===== src/ssalu_pkg.sv =====
`timescale 1ns / 1ps
package ssalu_pkg;
    typedef enum logic [2:0] {
        OP_ADD = 3'd0,
        OP_SUB = 3'd1,
        OP_MUL = 3'd2,
        OP_DIV = 3'd3,
        OP_MOD = 3'd4
    } t_op;

    typedef enum logic [2:0] {
        ST_OK       = 3'd0,
        ST_DIV_ZERO = 3'd1,
        ST_DIV_INV  = 3'd2,
        ST_DIV_FUT  = 3'd3,
        ST_DIV_PAST = 3'd4,
        ST_MOD_SENT = 3'd5,
        ST_INVALID  = 3'd6
    } t_status;

    // result selection decided up front, carried down the cell row
    typedef enum logic [2:0] {
        SEL_FIXED = 3'd0,
        SEL_SUM   = 3'd1,
        SEL_PROD  = 3'd2,
        SEL_QUOT  = 3'd3,
        SEL_REM   = 3'd4
    } t_sel;

    typedef struct packed {
        logic    valid;
        t_sel    sel;
        t_status status;
        logic    neg_q;
        logic    neg_a;
        logic    neg_b;
        logic    zero_a;
    } t_ctrl;
endpackage


===== src/ssalu_back.sv =====
`timescale 1ns / 1ps
// Sign fixup, Euclidean correction, multiply saturation, output register.
module ssalu_back
    import ssalu_pkg::*;
#(
    parameter int W = 32
) (
    input  logic         i_clk,
    input  logic         i_rst_n,
    input  logic         i_en,
    input  t_ctrl        i_ctrl,
    input  logic [W-1:0] i_mb,
    input  logic [W-1:0] i_rem,
    input  logic [W-1:0] i_quo,
    input  logic [W-1:0] i_fix,
    input  logic [W-1:0] i_sum,
    input  logic [2*W-1:0] i_prod,
    output logic         o_valid,
    output logic [W-1:0] o_value,
    output logic [2:0]   o_status
);
    localparam logic [W-1:0] VPAST = {1'b1, {(W-2){1'b0}}, 1'b1};
    localparam logic [W-1:0] VFUT  = {1'b0, {(W-1){1'b1}}};

    logic         r_valid;
    logic [W-1:0] r_value, n_value, w_q, w_r, w_p;
    logic [2:0]   r_status;
    logic         w_rnz;

    // magnitude quotient/remainder -> truncated signed, then Euclidean
    assign w_rnz = i_rem != '0;
    always_comb begin
        w_q = i_ctrl.neg_q ? (~i_quo + 1'b1) : i_quo;
        w_r = i_rem;
        if (i_ctrl.neg_a && w_rnz) begin
            w_r = i_mb - i_rem;
            w_q = i_ctrl.neg_b ? (w_q + 1'b1) : (w_q - 1'b1);
        end
        if (i_prod >= {{W{1'b0}}, VFUT})
            w_p = i_ctrl.neg_q ? VPAST : VFUT;
        else
            w_p = i_ctrl.neg_q ? (~i_prod[W-1:0] + 1'b1) : i_prod[W-1:0];
        case (i_ctrl.sel)
            SEL_SUM:  n_value = i_sum;
            SEL_PROD: n_value = w_p;
            SEL_QUOT: n_value = w_q;
            SEL_REM:  n_value = w_r;
            default:  n_value = i_fix;
        endcase
        if (i_ctrl.status != ST_OK) n_value = '0;
    end

    always_ff @(posedge i_clk) begin
        if (!i_rst_n) begin
            r_valid <= 1'b0;
        end else if (i_en) begin
            r_valid <= i_ctrl.valid;
        end
    end

    always_ff @(posedge i_clk) begin
        if (i_en) begin
            r_value  <= n_value;
            r_status <= i_ctrl.status;
        end
    end

    assign o_valid  = r_valid;
    assign o_value  = r_value;
    assign o_status = r_status;
endmodule


===== config.mk =====
export PLATFORM = sky130hd
export DESIGN_NAME = ssalu_back
export DESIGN_NICKNAME = d
export VERILOG_FILES = /design/src/ssalu_pkg.sv /design/src/ssalu_back.sv
export SDC_FILE = /design/constraint.sdc
export NUM_CORES = 1
export LEC_CHECK = 0
export ABC_AREA = 1
export BUFFER_PORTS_ARGS = -buffer_cell sky130_fd_sc_hd__buf_2
export CAP_MARGIN = 25
export CORE_MARGIN = 1
export CORE_UTILIZATION = 40
export DETAILED_ROUTE_END_ITERATION = 16
export GPL_ROUTABILITY_DRIVEN = 0
export PLACE_DENSITY = 0.66
export SYNTH_ARGS = -nofsm -noshare
export SYNTH_HDL_FRONTEND = slang
export SYNTH_SLANG_ARGS = --single-unit

===== constraint.sdc =====
create_clock -name i_clk -period 3.75 [get_ports i_clk]
set_input_delay 0.9375 -clock i_clk [delete_from_list [all_inputs] [get_ports i_clk]]
set_output_delay 0.9375 -clock i_clk [all_outputs]
set_load 0.1 [all_outputs]

==> results by group <==
Status
  – Status: finished, final reports clean

Worst setup path
  – Crit-path cells: buf_2, inv_2, ha_4, nand3_4, nor2_4, nor2_2, a21oi_2, xor2_2, ha_1, nand2_2, inv_1, nand2_2, nor2_1, nor2_2, nand2_2, nand2_1, nand3_2, o211ai_1, nand3_2, nor2_1, nor2_1
  – Slack of the worst reg-to-reg path: just over 3 ns
  – Crit path max-delay cell type: ha_1
  – Setup crit end kind: flip-flop
  – Critical register-to-register path startpoint: o_valid$_SDFFE_PN0P_
  – Critical Path AT: 3.70 ns
  – CP max stage delay: 0.32 ns
  – Largest fanout on the critical path: 4
  – Worst Path Required: 3.78 ns
  – R2R Path End: o_valid$_SDFFE_PN0P_
  – Crit path kind: in -> reg
  – Worst Setup Start Kind: input pin
  – Worst R2R Path Depth: 2

Routing
  – WL per Instance: roughly 16 um
  – DRC errors left: 0
  – Initial DRC count: 1,466
  – Antenna Violating Nets Remaining: 0
  – Pre-antenna DRT Iters: 6
  – Vias per std cell: 5.32
  – WL final: approximately 45,000 um
  – Via Count: between 10,000 and 15,000

Clock network
  – Worst-case clock buffer depth: 2
  – CTS buffer count: 5
  – Clock transition at path regs: about 0.060 ns
  – Clock Tree Root: clkbuf_16
  – Clock sinks: 36
  – TritonCTS clock tree: yes
  – Cts hold-fix bufs: 0
  – Clk_lat worst skew: 0.28 ns
  – H-tree level count: 2

Power and ir drop
  – Pwr dens: roughly 210 mW/mm2
  – Clk pwr share: 0.139
  – Net Sw Frac: 0.501
  – Comb pwr share: 0.704
  – Flop pwr share: 0.156
  – VDD IR max: around 180 uV
  – Internal power: 1.53 mW
  – PnR Total Power: around 3.1 mW
  – Reported leakage power: about 7.7 nW
  – Sw power: between 1.5 and 2 mW

Floorplanning
  – Io pins: roughly 270
  – Die height: 162 um
  – Die X: 162 um
  – Die footprint: ~0.026 mm2
  – Core Area: roughly 0.025 mm2
  – Starting Density: 0.409
  – Row count: 58

Global routing
  – Initial antenna violation count: 0
  – Global-route wire length before repair: between 60,000 and 70,000 um
  – Largest net degree at the start of global routing: between 50 and 60
  – Vias in the first global route: roughly 13,000
  – GRT Overall Usage: 0.321
  – Grt ovf: 0

Min path
  – Worst Hold End: o_valid$_SDFFE_PN0P_
  – Hold path start: o_valid$_SDFFE_PN0P_
  – Worst Hold Depth: 2
  – Hold Crit Class: reg -> reg

STA
  – Final Critical Period: 3.67 ns
  – Final worst-path cycle share: 0.977
  – Final hold vios: 0
  – RSZ-0062 raised after global routing: true
  – Max-slew violation count: 0
  – Worst clock skew: 0 ns
  – Final setup TNS: 0 ns
  – Slew @ Worst Pin: between 0.8 and 0.9 ns
  – Max_slew headroom: 0.412
  – Final setup violation count: 0
  – Fmax: approximately 270 MHz

Logic synthesis
  – Area leader, netlist: nand2_1
  – Post-Syn Area: slightly above 0.01 mm2
  – Post-synth EDFFs: 35
  – Top post-synthesis cells by area: nand2_1 (25%), inv_1 (12%), edfxtp_1 (10%)
  – Cells after synthesis: 2,026
  – Yosys reg bits: 36
  – Sequential area share after synthesis: 0.104
  – Syn. warnings: 0
  – Synthesized net count: roughly 2,300
  – Most used DFF post-synth: edfxtp_1
  – Syn avg cell area: 5.08 um2
  – Ys async rst share: 0
  – Synth top area share: 0.253
  – Synth unique cells: 41

Placed design
  – I/O Buffers: between 200 and 300
  – Dpl hpwl: 37,400 um

Finish
  – Layout Area Growth over Synthesis: 38.6%
  – Nets: about 2,800
  – Register area: approximately 0.0011 mm2
  – Commonest non-fill, non-tap cells in the layout: nand2_1 (646), inv_1 (318), buf_2 (272), nor2_1 (243), buf_4 (187)
  – Ant. Diodes: 0
  – Area of the multi-input gates: about 0.0086 mm2
  – Share of layout cells above drive strength 1: 0.264
  – # fillers: between 2,000 and 3,000
  – Most common cell after layout, fill and taps aside: nand2_1

Job
  – Max-cap violations: 0
## cells in the mapped netlist, types with 3 or more instances
master / n
a211oi_1: 3
edfxtp_1: 35
a21o_1: 4
buf_4: 4
nand3_1: 185
buf_1: 3
ha_1: 64
o21bai_1: 11
nand4_1: 33
nand2_1: 693
a21boi_0: 4
nand3b_1: 15
xnor2_1: 12
o21ai_0: 106
inv_1: 326
xor2_1: 21
nor3_1: 41
o211ai_1: 9
clkbuf_1: 23
nor2_1: 269
a21oi_1: 111
or2_2: 15
buf_2: 10
o21ai_2: 5
## per-layer routing
layer / part of all wire / track usage / up-vias / routed length (um)
met2: 0.44 / 0.519 / 771 / 20000
met3: 0.097 / 0.0509 / 120 / 4400
met1: 0.41 / 0.418 / 6613 / 18500
li1: - / - / 7305 / -
met4: 0.051 / 0.147 / 0 / 2290
met5: 0 / 0 / - / 0
## per-stage QoR
stage / cells / hold WS (ns) / utilization / instance area, um2 / worst slack (ns)
finish: 2786 / 0.547 / 0.567 / 14300 / 0.0844
global route: 2786 / 0.576 / 0.567 / 14300 / -0.103
CTS: 2779 / 0.545 / 0.539 / 13600 / -0.0130
detailed placement: 2764 / 0.530 / 0.527 / 13300 / -0.454
global placement: 2764 / 0.516 / 0.527 / 13300 / -0.429
floorplan: 2026 / 0.986 / - / 10300 / 0.189
## how the worst max path moves through the flow
stage / startpoint / cells past startpoint / end
finish: i_quo[1] / 21 / o_value[14]$_SDFFCE_PP0P_
global route: i_quo[0] / 23 / o_value[14]$_SDFFCE_PP0P_
CTS: i_quo[0] / 23 / o_value[25]$_SDFFCE_PP0P_
detailed placement: i_quo[0] / 22 / o_value[27]$_SDFFCE_PP0P_
global placement: i_quo[0] / 25 / o_value[31]$_SDFFCE_PP0P_
floorplan: i_quo[0] / 21 / o_value[27]$_SDFFCE_PP0P_
## kinds of logic (layout without fill, tap and decap cells)
family / after synthesis / after routing / synth area share
compound gates: 261 / 261 / 0.138
flops: 36 / 36 / 0.104
simple gates: 1262 / 1262 / 0.510
fa+ha+maj: 66 / 66 / 0.0817
buf+inv: 368 / 798 / 0.138
xor+xnor: 33 / 33 / 0.0281
## repair_timing
item / 4_1_cts / 5_1_grt
setup endpoints to repair: 20 / 26
resized for setup: 28 / 144
pin swaps: 5 / 59
endpoints found under the hold margin: 0 / 0
buffers inserted: 7 / 7
## critical path: cells and delay by family
kind	cells	cell delay, ns
buf+inv	3	0.26
fa+ha+maj	2	0.47
xor+xnor	1	0.20
simple gates	13	1.48
compound gates	2	0.35
## layout make-up
type / count / area share
clock buffer: 5 / 0.00877
clock inverter: 3 / 0.00149
inverter: 326 / 0.0858
multi-input combinational: 1622 / 0.600
sequential: 36 / 0.0751
tap: 330 / 0.0289
timing repair buffer: 464 / 0.200
## flip-flops by register name, indices dropped and copies added, names as in the netlist
name and count:
o_status 3, o_value 32, o_valid 1
## power by group through the flow
stage / combinational, mW / sequential (mW) / clock, mW
floorplan: 0.973 / 0.692 / 0
global placement: 1.90 / 0.488 / 0
detailed placement: 1.92 / 0.488 / 0
CTS: 1.96 / 0.480 / 0.425
global route: 2.34 / 0.482 / 0.441
finish: 2.16 / 0.480 / 0.427
No activity file was read; power rests on OpenSTA's default activity.
