## config.mk

```make
export PLATFORM = sky130hd
export DESIGN_NAME = ssalu_cell
export DESIGN_NICKNAME = d
export VERILOG_FILES = /design/src/ssalu_pkg.sv /design/src/ssalu_cell.sv
export SDC_FILE = /design/constraint.sdc
export NUM_CORES = 1
export LEC_CHECK = 0
export ABC_AREA = 1
export BUFFER_PORTS_ARGS = -buffer_cell sky130_fd_sc_hd__buf_2
export CORE_AREA = 2 2 209 211
export CTS_CLUSTER_DIAMETER = 120
export CTS_CLUSTER_SIZE = 30
export DETAILED_ROUTE_END_ITERATION = 16
export DIE_AREA = 0 0 211 213
export GPL_TIMING_DRIVEN = 0
export HOLD_SLACK_MARGIN = 0.03
export PLACE_DENSITY_LB_ADDON = 0.15
export SLEW_MARGIN = 20
export SYNTH_ARGS = -nofsm -noshare
export SYNTH_HDL_FRONTEND = slang
export SYNTH_SLANG_ARGS = --single-unit
```

## constraint.sdc

```tcl
create_clock -name i_clk -period 2.6 [get_ports i_clk]
set_input_delay 0.52 -clock i_clk [delete_from_list [all_inputs] [get_ports i_clk]]
set_output_delay 0.52 -clock i_clk [all_outputs]
set_load 0.01 [all_outputs]
```

## src/ssalu_pkg.sv

```systemverilog
`timescale 1ns / 1ps
package ssalu_pkg;
    typedef enum logic [2:0] {
        OP_ADD = 3'd0,
        OP_SUB = 3'd1,
        OP_MUL = 3'd2,
        OP_DIV = 3'd3,
        OP_MOD = 3'd4
    } t_op;

    typedef enum logic [2:0] {
        ST_OK       = 3'd0,
        ST_DIV_ZERO = 3'd1,
        ST_DIV_INV  = 3'd2,
        ST_DIV_FUT  = 3'd3,
        ST_DIV_PAST = 3'd4,
        ST_MOD_SENT = 3'd5,
        ST_INVALID  = 3'd6
    } t_status;

    // result selection decided up front, carried down the cell row
    typedef enum logic [2:0] {
        SEL_FIXED = 3'd0,
        SEL_SUM   = 3'd1,
        SEL_PROD  = 3'd2,
        SEL_QUOT  = 3'd3,
        SEL_REM   = 3'd4
    } t_sel;

    typedef struct packed {
        logic    valid;
        t_sel    sel;
        t_status status;
        logic    neg_q;
        logic    neg_a;
        logic    neg_b;
        logic    zero_a;
    } t_ctrl;
endpackage

```

## src/ssalu_cell.sv

```systemverilog
`timescale 1ns / 1ps
// One restoring divide step per cell: divisor, remainder and quotient shift along.
module ssalu_cell
    import ssalu_pkg::*;
#(
    parameter int W = 32
) (
    input  logic         i_clk,
    input  logic         i_rst_n,
    input  logic         i_en,
    input  t_ctrl        i_ctrl,
    input  logic [W-1:0] i_dvd,
    input  logic [W-1:0] i_dvs,
    input  logic [W-1:0] i_rem,
    input  logic [W-1:0] i_quo,
    input  logic [W-1:0] i_fix,
    input  logic [W-1:0] i_sum,
    input  logic [2*W-1:0] i_prod,
    output t_ctrl        o_ctrl,
    output logic [W-1:0] o_dvd,
    output logic [W-1:0] o_dvs,
    output logic [W-1:0] o_rem,
    output logic [W-1:0] o_quo,
    output logic [W-1:0] o_fix,
    output logic [W-1:0] o_sum,
    output logic [2*W-1:0] o_prod
);
    t_ctrl          r_ctrl;
    logic [W-1:0]   r_dvd, r_dvs, r_rem, r_quo, r_fix, r_sum;
    logic [2*W-1:0] r_prod;
    logic [W:0]     w_trial;
    logic [W:0]     w_diff;

    assign w_trial = {i_rem, i_dvd[W-1]};
    assign w_diff  = w_trial - {1'b0, i_dvs};

    always_ff @(posedge i_clk) begin
        if (!i_rst_n) begin
            r_ctrl <= '0;
        end else if (i_en) begin
            r_ctrl <= i_ctrl;
        end
    end

    always_ff @(posedge i_clk) begin
        if (i_en) begin
            r_dvd  <= {i_dvd[W-2:0], 1'b0};
            r_dvs  <= i_dvs;
            r_fix  <= i_fix;
            r_sum  <= i_sum;
            r_prod <= i_prod;
            if (!w_diff[W]) begin
                r_rem <= w_diff[W-1:0];
                r_quo <= {i_quo[W-2:0], 1'b1};
            end else begin
                r_rem <= w_trial[W-1:0];
                r_quo <= {i_quo[W-2:0], 1'b0};
            end
        end
    end

    assign o_ctrl = r_ctrl;
    assign o_dvd  = r_dvd;
    assign o_dvs  = r_dvs;
    assign o_rem  = r_rem;
    assign o_quo  = r_quo;
    assign o_fix  = r_fix;
    assign o_sum  = r_sum;
    assign o_prod = r_prod;
endmodule

```

==> qor.csv <==
stage,metric,value,unit
detailed_routing,vias,8742,
placed_design,port buffer count,534,
yosys,"EDFF count, synth",255,
critical_path,Crit-path slowest cell,fa_1,
clock_tree,CTS Buffer Depth,3,
floorplan,I/O pins,537,
clock_tree,"Reg clk slew, reported paths",0.12,ns
clock_tree,CTS resizes,0,
min_path,worst min-delay path class,in2reg,
detailed_routing,DR pass1 iterations,4,
run,maxcap violations,0,
timing,final slew viol count,0,
global_routing,M2 GR Usage,0.328,
min_path,worst hold endpoint,o_quo[13]$_DFFE_PP_,
yosys,Area contributors post-synth,"edfxtp_1 68%, nand2_1 11%, inv_1 5.2%, ha_1 3.6%, nor2_1 2.0%",
yosys,area fraction in compound gates after synthesis,0.0219,
clock_tree,setup bufs post-CTS,0,
critical_path,path depth of the worst reg2reg path,2,
timing,final clock period utilization by the worst path,0.958,
power_and_ir_drop,Leak Pwr,7.35,nW
power_and_ir_drop,worst vdd ir,0.482,mV
global_routing,grt ovf,0,
critical_path,crit end category,register,
timing,WHS,0.161,ns
timing,RSZ-0062 raised after global routing,no,
floorplan,row cnt,76,
detailed_routing,# DRC,0,
yosys,post-synthesis mux area share,0,
power_and_ir_drop,PwrDens,637,nW/um^2
global_routing,GRT Overall Usage,0.173,
detailed_routing,initial DRC count,507,
critical_path,WP data arrival,2.71,ns
yosys,Post-Syn Area,11200,sq um
critical_path,Crit Path Class,in2reg,
detailed_routing,Vias/cell,4.17,
timing,skew final,0,ns
cells_and_area,Nets,1840,
global_routing,vias in the first global route,8648,
critical_path,R2R Path End,o_ctrl[10]$_SDFFE_PN0P_,
power_and_ir_drop,overall power,9.63,mW
yosys,simple-gate share of the synthesized area,0.165,
floorplan,core area,42700,sq um
placed_design,GPL Wtd Cong,0.835,
yosys,share of the synthesized area in the top cell type,0.684,
clock_tree,htree depth,1,
yosys,syn_area_per_cell,11.4,sq um
power_and_ir_drop,Sw Ratio,0.283,
timing,Worst Tran Pin Value,0.629,ns
yosys,Synth warnings,0,
critical_path,crit path cell chain,"buf_2, inv_1, ha_1, fa_1, inv_1, nand2_1, nand2_1, nand3_1, nand2_2, nand2_1, nand2_2, nand2_2, nand3_1, nand2_4, buf_4, nand2_1, nand2_1",
yosys,synthesis-stage register bit count,266,
cells_and_area,fraction of layout cells with a size suffix above 1,0.374,
yosys,prevailing post-synth register cell,edfxtp_1,
global_routing,initial antenna violation count,14,
clock_tree,Sink Count,266,
power_and_ir_drop,clock share of power,0.275,
yosys,main combinational cell family by area after synthesis,simple AND/OR/NAND/NOR gates,
global_routing,Most Crowded Layer GR,met2,
timing,max_slew headroom,0.577,
min_path,hold path depth,1,
yosys,Post-Synth Adder-Cell Area,0.0376,
yosys,Synth area leader,edfxtp_1,
clock_tree,CTS tree,yes,
critical_path,r2r startpoint,o_ctrl[10]$_SDFFE_PN0P_,
critical_path,CP max FO,10,
global_routing,first-pass GRT wire length,56.4,mm
min_path,Hold Crit Start,i_quo[12],
yosys,most common cell in the netlist,nand2_1,
clock_tree,worst skew pair latency,0.51,ns
critical_path,Worst R2R Setup Slack,1.96,ns
clock_tree,cts bufs inserted,14,
yosys,Post-synth top cells,"333 x nand2_1, 255 x edfxtp_1, 156 x inv_1",
global_routing,M3 GR Usage,0.0460,
floorplan,Die Y,213,microns
floorplan,full die area,44900,sq um
timing,Fin. Hold Viols,0,
critical_path,CP max stage delay,0.42,ns
clock_tree,# hold bufs at CTS,0,
timing,final setup vio count,0,
floorplan,Initial Util,0.262,
global_routing,pin count of the biggest net entering global routing,100,
yosys,Synth Area in XOR/XNOR,0.0117,
yosys,syn nets,1288,
floorplan,Chip Width,211,microns
power_and_ir_drop,Cell Int Power,6.90,mW
yosys,"FFs w/ async S/R, synth",0,
yosys,Post-Synthesis Cells,985,
detailed_routing,wire per inst,19.6,microns
status,status,completed,
critical_path,startpoint types,input port,
critical_path,Critical Path RT,2.82,ns
power_and_ir_drop,sequential fraction of design power,0.540,
power_and_ir_drop,Gate power share,0.185,
yosys,post-synthesis cell type count,28,
yosys,"Seq/Total Area, Yosys",0.704,
power_and_ir_drop,NetSw,2.72,mW
detailed_routing,final wirelength,41.0,mm
cells_and_area,area grow syn2layout,34.9,%
placed_design,final HPWL from detailed placement,33.9,mm
global_routing,GRT met1 Usage,0.185,
timing,"Min Clock Period, post-route",2.49,ns
timing,Fmax achieved,0.402,GHz
detailed_routing,ANT nets after route,0,
clock_tree,CTS Root Buffer Type,clkbuf_16,
critical_path,most frequent CP cell,nand2_1,
[worst max path at each step]
stage	start	cells past startpoint	slack, ns	to
floorplan	i_dvd[31]	16	0.22	o_rem[19]$_DFFE_PP_
global route	i_dvd[31]	17	0.04	o_rem[16]$_DFFE_PP_
global placement	i_en	5	-3.26	o_ctrl[1]$_SDFFE_PN0P_
CTS	i_dvd[31]	17	0.12	o_rem[16]$_DFFE_PP_
detailed placement	i_dvd[31]	17	-0.43	o_rem[16]$_DFFE_PP_
finish	i_dvd[31]	17	0.11	o_rem[16]$_DFFE_PP_
[routing by layer]
metal / part of all wire / wire length, microns / up-vias
met4: 0.029 / 1190 / 18
li1: - / - / 4313
met2: 0.53 / 21900 / 275
met3: 0.069 / 2850 / 61
met5: 0.0033 / 135 / -
met1: 0.36 / 14900 / 4075
[cell families after synthesis]
| kind of cell | count (synthesis) |
|---|---|
| compound gates | 44 |
| flops | 266 |
| buf+inv | 168 |
| xor+xnor | 15 |
| other cells | 1 |
| fa+ha+maj | 33 |
| simple gates | 458 |
[layout make-up]
class | instances | area, sq um
diodes | 7 | 17.5
plain buffers | 10 | 78.8
clock buffers | 18 | 387
clock inverters | 4 | 85.1
fillers | 4397 | 27600
inverters | 158 | 593
multi-input cells | 551 | 2650
flip-flops and latches | 266 | 7880
well taps | 546 | 683
repair buffers | 536 | 2740
[critical path: cells and delay by family]
family	cells	cell delay (ns)
buf+inv	4	0.46
simple gates	11	1.10
fa+ha+maj	2	0.63
[cell usage in the layout, fill, tap and decap left out, types with 3 or more instances in the layout]
master	n
o21bai_1	7
o21ai_0	11
ha_1	32
diode_2	7
nor2_1	61
buf_4	3
nand2_2	8
edfxtp_1	255
inv_1	156
nand2_1	333
buf_6	4
clkbuf_16	15
and2_1	4
dfxtp_1	11
xor2_1	14
nor3_1	6
nand4_1	8
nand3_1	31
clkbuf_1	6
a21oi_1	24
buf_2	533
[power groups by stage]
| stage | combinational, mW | sequential, mW | clock, mW |
|---|---|---|---|
| final | 1.78 | 5.20 | 2.64 |
| after global placement | 1.81 | 5.33 | 0 |
| after global routing | 1.97 | 5.24 | 2.89 |
| after floorplan | 0.615 | 5.52 | 0 |
| after detailed placement | 1.82 | 5.30 | 0 |
| after CTS | 1.83 | 5.21 | 2.78 |
[through the flow]
stage	cells	TNS, ns	setup slack (ns)	cell area (sq um)	utilization
6_report	2096	0	0.110	15100	0.354
5_1_grt	2092	0	0.0376	15100	0.354
4_1_cts	2089	0	0.124	15100	0.353
3_5_place_dp	2067	-8.90	-0.431	14600	0.342
3_3_place_gp	2065	-754.83	-3.26	14600	0.341
2_1_floorplan	985	0	0.223	11200	-
[registers in the layout, indices dropped and copies added, names as in the netlist]
name,count
o_dvd,31
o_sum,32
o_prod,64
o_quo,32
o_rem,32
o_dvs,32
o_fix,32
o_ctrl,11
No activity file was read; power rests on OpenSTA's default activity.
