$ cat config.mk
export PLATFORM = sky130hd
export DESIGN_NAME = ssalu_front
export DESIGN_NICKNAME = d
export VERILOG_FILES = /design/src/ssalu_pkg.sv /design/src/ssalu_front.sv
export SDC_FILE = /design/constraint.sdc
export NUM_CORES = 2
export LEC_CHECK = 0
export BUFFER_PORTS_ARGS = -buffer_cell sky130_fd_sc_hd__buf_4
export CAP_MARGIN = 30
export CORE_AREA = 2 2 355 357
export DETAILED_ROUTE_END_ITERATION = 10
export DIE_AREA = 0 0 357 359
export PLACE_DENSITY = 0.5
export SYNTH_ARGS = -nofsm -noshare
export SYNTH_HDL_FRONTEND = slang
export SYNTH_SLANG_ARGS = --single-unit
$ cat constraint.sdc
create_clock -name i_clk -period 13.7 [get_ports i_clk]
set_clock_uncertainty 0.05 [all_clocks]
set_input_delay 4.11 -clock i_clk [delete_from_list [all_inputs] [get_ports i_clk]]
set_output_delay 4.11 -clock i_clk [all_outputs]
set_load 0.03 [all_outputs]
$ cat src/ssalu_pkg.sv
`timescale 1ns / 1ps
package ssalu_pkg;
    typedef enum logic [2:0] {
        OP_ADD = 3'd0,
        OP_SUB = 3'd1,
        OP_MUL = 3'd2,
        OP_DIV = 3'd3,
        OP_MOD = 3'd4
    } t_op;

    typedef enum logic [2:0] {
        ST_OK       = 3'd0,
        ST_DIV_ZERO = 3'd1,
        ST_DIV_INV  = 3'd2,
        ST_DIV_FUT  = 3'd3,
        ST_DIV_PAST = 3'd4,
        ST_MOD_SENT = 3'd5,
        ST_INVALID  = 3'd6
    } t_status;

    // result selection decided up front, carried down the cell row
    typedef enum logic [2:0] {
        SEL_FIXED = 3'd0,
        SEL_SUM   = 3'd1,
        SEL_PROD  = 3'd2,
        SEL_QUOT  = 3'd3,
        SEL_REM   = 3'd4
    } t_sel;

    typedef struct packed {
        logic    valid;
        t_sel    sel;
        t_status status;
        logic    neg_q;
        logic    neg_a;
        logic    neg_b;
        logic    zero_a;
    } t_ctrl;
endpackage

$ cat src/ssalu_front.sv
`timescale 1ns / 1ps
// Sentinel decode, saturating add, magnitudes and multiply (registered).
module ssalu_front
    import ssalu_pkg::*;
#(
    parameter int W = 32
) (
    input  logic         i_clk,
    input  logic         i_rst_n,
    input  logic         i_en,
    input  logic         i_valid,
    input  logic [2:0]   i_op,
    input  logic [W-1:0] i_a,
    input  logic [W-1:0] i_b,
    output t_ctrl        o_ctrl,
    output logic [W-1:0] o_ma,
    output logic [W-1:0] o_mb,
    output logic [W-1:0] o_fix,
    output logic [W-1:0] o_sum,
    output logic [2*W-1:0] o_prod
);
    localparam logic [W-1:0] VINV  = {1'b1, {(W-1){1'b0}}};
    localparam logic [W-1:0] VPAST = {1'b1, {(W-2){1'b0}}, 1'b1};
    localparam logic [W-1:0] VFUT  = {1'b0, {(W-1){1'b1}}};

    t_ctrl          n_ctrl, r_ctrl;
    logic [W-1:0]   n_fix, r_fix, r_sum, n_sum, r_ma, r_mb, w_ma, w_mb, w_bb;
    logic [2*W-1:0] r_prod;
    logic [W:0]     w_s;
    logic           a_inv, a_pst, a_fut, b_inv, b_pst, b_fut, bb_pst, bb_fut, bb_inv;
    logic           sent_hit;
    logic [W-1:0]   sent_val;

    assign a_inv = i_a == VINV;
    assign a_pst = i_a == VPAST;
    assign a_fut = i_a == VFUT;
    assign b_inv = i_b == VINV;
    assign b_pst = i_b == VPAST;
    assign b_fut = i_b == VFUT;
    assign w_bb  = (i_op == OP_SUB && !b_inv) ? (~i_b + 1'b1) : i_b;
    assign bb_inv = w_bb == VINV;
    assign bb_pst = w_bb == VPAST;
    assign bb_fut = w_bb == VFUT;
    assign w_ma  = i_a[W-1] ? (~i_a + 1'b1) : i_a;
    assign w_mb  = i_b[W-1] ? (~i_b + 1'b1) : i_b;
    assign w_s   = {i_a[W-1], i_a} + {w_bb[W-1], w_bb};

    always_comb begin
        sent_hit = 1'b1;
        sent_val = VFUT;
        if (a_inv || bb_inv) sent_val = VINV;
        else if (a_pst || bb_pst) sent_val = (a_fut || bb_fut) ? VINV : VPAST;
        else if (!(a_fut || bb_fut)) sent_hit = 1'b0;
        // add result: saturate at past/future
        if ($signed(w_s) >= $signed({1'b0, VFUT})) n_sum = VFUT;
        else if ($signed(w_s) <= $signed({1'b1, VPAST})) n_sum = VPAST;
        else n_sum = w_s[W-1:0];
        if (sent_hit) n_sum = sent_val;
    end

    always_comb begin
        n_ctrl        = '0;
        n_ctrl.valid  = i_valid;
        n_ctrl.neg_a  = i_a[W-1];
        n_ctrl.neg_b  = i_b[W-1];
        n_ctrl.neg_q  = i_a[W-1] ^ i_b[W-1];
        n_ctrl.zero_a = i_a == '0;
        n_ctrl.sel    = SEL_FIXED;
        n_ctrl.status = ST_OK;
        n_fix         = '0;
        unique case (i_op)
            OP_ADD, OP_SUB: n_ctrl.sel = SEL_SUM;
            OP_MUL: begin
                if (a_inv || b_inv || ((a_pst || b_pst) && (a_fut || b_fut)))
                    n_ctrl.status = ST_INVALID;
                else if (a_pst || b_pst) n_fix = VPAST;
                else if (a_fut || b_fut) n_fix = VFUT;
                else n_ctrl.sel = SEL_PROD;
            end
            OP_DIV: begin
                if (i_b == '0) n_ctrl.status = ST_DIV_ZERO;
                else if (b_inv) n_ctrl.status = ST_DIV_INV;
                else if (b_fut) n_ctrl.status = ST_DIV_FUT;
                else if (b_pst) n_ctrl.status = ST_DIV_PAST;
                else if (a_inv) n_ctrl.status = ST_INVALID;
                else if (a_pst) n_fix = VPAST;
                else if (a_fut) n_fix = VFUT;
                else n_ctrl.sel = SEL_QUOT;
            end
            OP_MOD: begin
                if (i_b == '0) n_ctrl.status = ST_DIV_ZERO;
                else if (a_inv || a_pst || a_fut || b_inv || b_pst || b_fut)
                    n_ctrl.status = ST_MOD_SENT;
                else n_ctrl.sel = SEL_REM;
            end
            default: n_ctrl.status = ST_INVALID;
        endcase
    end

    always_ff @(posedge i_clk) begin
        if (!i_rst_n) begin
            r_ctrl <= '0;
        end else if (i_en) begin
            r_ctrl <= n_ctrl;
        end
    end

    always_ff @(posedge i_clk) begin
        if (i_en) begin
            r_fix  <= n_fix;
            r_sum  <= n_sum;
            r_ma   <= w_ma;
            r_mb   <= w_mb;
            r_prod <= w_ma * w_mb;
        end
    end

    assign o_ctrl = r_ctrl;
    assign o_ma   = r_ma;
    assign o_mb   = r_mb;
    assign o_fix  = r_fix;
    assign o_sum  = r_sum;
    assign o_prod = r_prod;
endmodule

==> impl_results.md <==
* Most used cell, CP: fa_1
* Hold Crit Class: reg -> reg
* Crit path capture type: flop
* I/O Pins at approximately 270
* Die X at 357 um
* CTS H-tree lvls at 4
* DP Worst Slack at -0.9666 ns
* Final hold viol count at 0
* Total vias in the final route at 35798
* Effective utilization at floorplan at a little over a third
* Top-area cell type share of the netlist area at 41.51%
* Mux contribution to synthesized area at 0.1851%
* Post-synth ARST share at 0%
* CP max stage cell: or4_4
* # setup viols final at 0
* Worst-Skew Late Latency at 0.56 ns
* Final TNS setup at 0 ns
* GRT Resource Usage Total at 25.49%
* Layout cells sized above 1 at 17.71%
* Critical setup path kind: in -> reg
* PortBufs at 273
* Hold buffers post-CTS at 0
* Post-synthesis instance total at 4851
* First-pass GRT wire length at 241700 um
* Prevailing post-synth register cell: edfxtp_1
* Netlist cell types at 85
* Die area at 128200 sq um
* Flop2flop setup slack at 12.92 ns
* Crit path DAT at 13.77 ns
* Fmax at 74.12 MHz
* Clk buf depth at 2
* Simple-gate share of the synthesized area at 16.25%
* Post-synth EDFFs at 163
* Slew @ Worst Pin at 0.9904 ns
* Max_slew headroom at 33.65%
* CTS tree: built
* Final #Nets at 6685
* Antenna viol nets, final at 0
* Minimum clock period at 13.49 ns
* WP data required at about 14 ns
* Syn_nets at 6122
* Setup ws final at 0.2084 ns
* Ys Warns at 0
* FP Rows at 130
* Post-synthesis cell area at 43260 sq um
* Final Slew Violations at 0
* Area of the multi-input gates at 33860 sq um
* Compound-cell area share of the yosys netlist at 7.176%
* Total Routed Length at roughly 160000 um
* CTS root buf: clkbuf_16
* Max Cap Violations at 0
* Clock sink total at 174
* DR vias/cell at 5.058
* Detailed Routing Iterations Pass 1 at 5
* Worst R2R Path Depth at 2
* DP Wirelength at 136100 um
* Core area at 124600 sq um
* Largest net degree at the start of global routing at 49
* Slowest stage delay, CP at 0.57 ns
* Synth area leaders: fa_1, edfxtp_1, ha_1
* Syn-to-layout area delta at 20.38%
* Mean Syn Cell Area at 8.918 sq um
* Die Y at 359 um
* Xor and xnor area share after synthesis at under 10%
* Initial antenna violation count at 9
* Critical path startpoint: i_a[4]
* Vias in the first global route at 38124
* Total grt overflow at 0
* Synth Area in Adders at 50.27%
* Period utilization at 98.48%
* CTS Buf Count at 17
* RSZ-0062 raised after global routing: yes
* Synth area leader: fa_1
* Worst Setup EP: o_prod[62]$_DFFE_PP_
* Worst r2r dst: o_ctrl[0]$_SDFFE_PN0P_
* Worst r2r src: o_ctrl[0]$_SDFFE_PN0P_
* Filler Cells Inserted at around 13000
* Largest family of logic cells by synthesized area: adder cells
* #FFs+latches synth at about 170
* Iter 0 DRT Violations at 2597
* Critical Path Source Type: input pin
* Global placer's final weighted congestion at 0.9533
* Post-route DRC at 0
* Critical Path Fanout Max at 8
* Sequential area share after synthesis at between 10% and 20%
* WL/cell at 22.61 um
* Clock transition at path regs at 0.09 ns
* Register area at ~5000 sq um
* Status: complete, no violations
[cell usage after synthesis, types with 13 or more instances]
library cell and instances:
xnor2_1 67, nor2_1 620, nand4_1 49, o31a_1 13
nor3_1 42, o21ai_0 83, a211oi_1 13, a21o_1 42
nand3_1 45, edfxtp_1 163, and2_1 47, nor4_1 43
and3_1 16, clkbuf_1 219, o21a_1 24, clkinv_1 15
nand2_1 582, fa_1 897, or4_1 17, a31oi_1 19
nand2b_1 27, o31ai_1 24, xor2_1 82, o211ai_1 17
ha_1 303, nor2b_1 28, or3_1 26, buf_4 29
inv_1 968, o22ai_1 24, a21oi_1 111
[sequential cells by signal (all words and copies together), names as in the netlist]
signal,cells
o_ctrl,11
o_fix,3
o_ma,32
o_mb,32
o_prod,64
o_sum,32
[area by class of cell]
class / count / area share [%]
antenna: 1 / 0.004805
clock buffer: 17 / 0.8169
clock inverter: 15 / 0.3148
inverter: 986 / 7.122
multi-input combinational: 3422 / 65.02
sequential: 174 / 9.822
tap: 1650 / 3.965
timing repair buffer: 813 / 12.93
[routing by layer]
metal  GRT usage, %  vias to the layer above  part of all wire (%)
met4          6.731                        6                   2.4
met3          4.239                      162                   6.2
met2          42.66                     1109                    48
met5              0                        -                 0.026
li1               -                    16062                     -
met1          34.09                    18459                    43
[worst max-delay path, delay by kind of cell]
family                     cells  cell delay, ns
adders and majority gates      9            4.37
xor gates and xnor gates       1            0.12
buffers and inverters          8            1.15
AOI/OAI and AO/OA              4            0.80
and+or+nand+nor               14            3.22
[repair_timing]
item,in CTS,in global routing
buffers inserted,0,10
gates cloned,0,0
pin swaps,0,25
setup endpoints to repair,11,21
hold endpoints to repair,0,0
resized for setup,5,48
[cell usage in the layout (no fill, tap or decap), types with 27 or more instances in the layout]
cell	n
inv_1	966
nand4_1	49
nor2b_1	27
nor4_1	39
buf_12	48
a21oi_1	109
edfxtp_1	163
and2_1	47
nand2_1	581
o21ai_0	74
nand3_1	45
ha_1	302
xor2_2	28
fa_1	896
a21o_1	42
buf_4	759
xor2_1	52
nand2b_1	27
xnor2_1	56
nor3_1	40
nor2_1	619
[worst min path at each step]
stage	from	end	slack [ns]	cells after the start
2_1_floorplan	o_ctrl[9]$_SDFFE_PN0P_	o_ctrl[9]$_SDFFE_PN0P_	0.55	2
5_1_grt	o_ctrl[9]$_SDFFE_PN0P_	o_ctrl[9]$_SDFFE_PN0P_	0.47	2
3_3_place_gp	o_ctrl[4]$_SDFFE_PN0P_	o_ctrl[4]$_SDFFE_PN0P_	0.43	2
3_5_place_dp	o_ctrl[4]$_SDFFE_PN0P_	o_ctrl[4]$_SDFFE_PN0P_	0.43	2
4_1_cts	o_ctrl[4]$_SDFFE_PN0P_	o_ctrl[4]$_SDFFE_PN0P_	0.45	2
6_report	o_ctrl[4]$_SDFFE_PN0P_	o_ctrl[4]$_SDFFE_PN0P_	0.44	2
[per-stage QoR]
step / cell area (sq um) / utilization (%) / hold slack [ns] / cells
after floorplan: 43280 / - / 0.5515 / 4851
after global placement: 51150 / 41.05 / 0.4259 / 7034
after detailed placement: 51170 / 41.07 / 0.4282 / 7035
after CTS: 51780 / 41.56 / 0.4473 / 7067
after global routing: 52070 / 41.79 / 0.4697 / 7078
final: 52070 / 41.79 / 0.4416 / 7078
[kinds of logic (layout without fill, tap and decap cells)]
group | Yosys count | after routing
other | 0 | 1
muxes | 8 | 8
adders and majority gates | 1200 | 1200
DFF | 174 | 174
AOI/OAI and AO/OA | 467 | 467
xor gates and xnor gates | 151 | 151
and+or+nand+nor | 1596 | 1596
buffers and inverters | 1255 | 1831
Power is left out: the tool's default activity adds up to more than one toggle a clock period on the data nets, which glitch-free logic cannot reach.
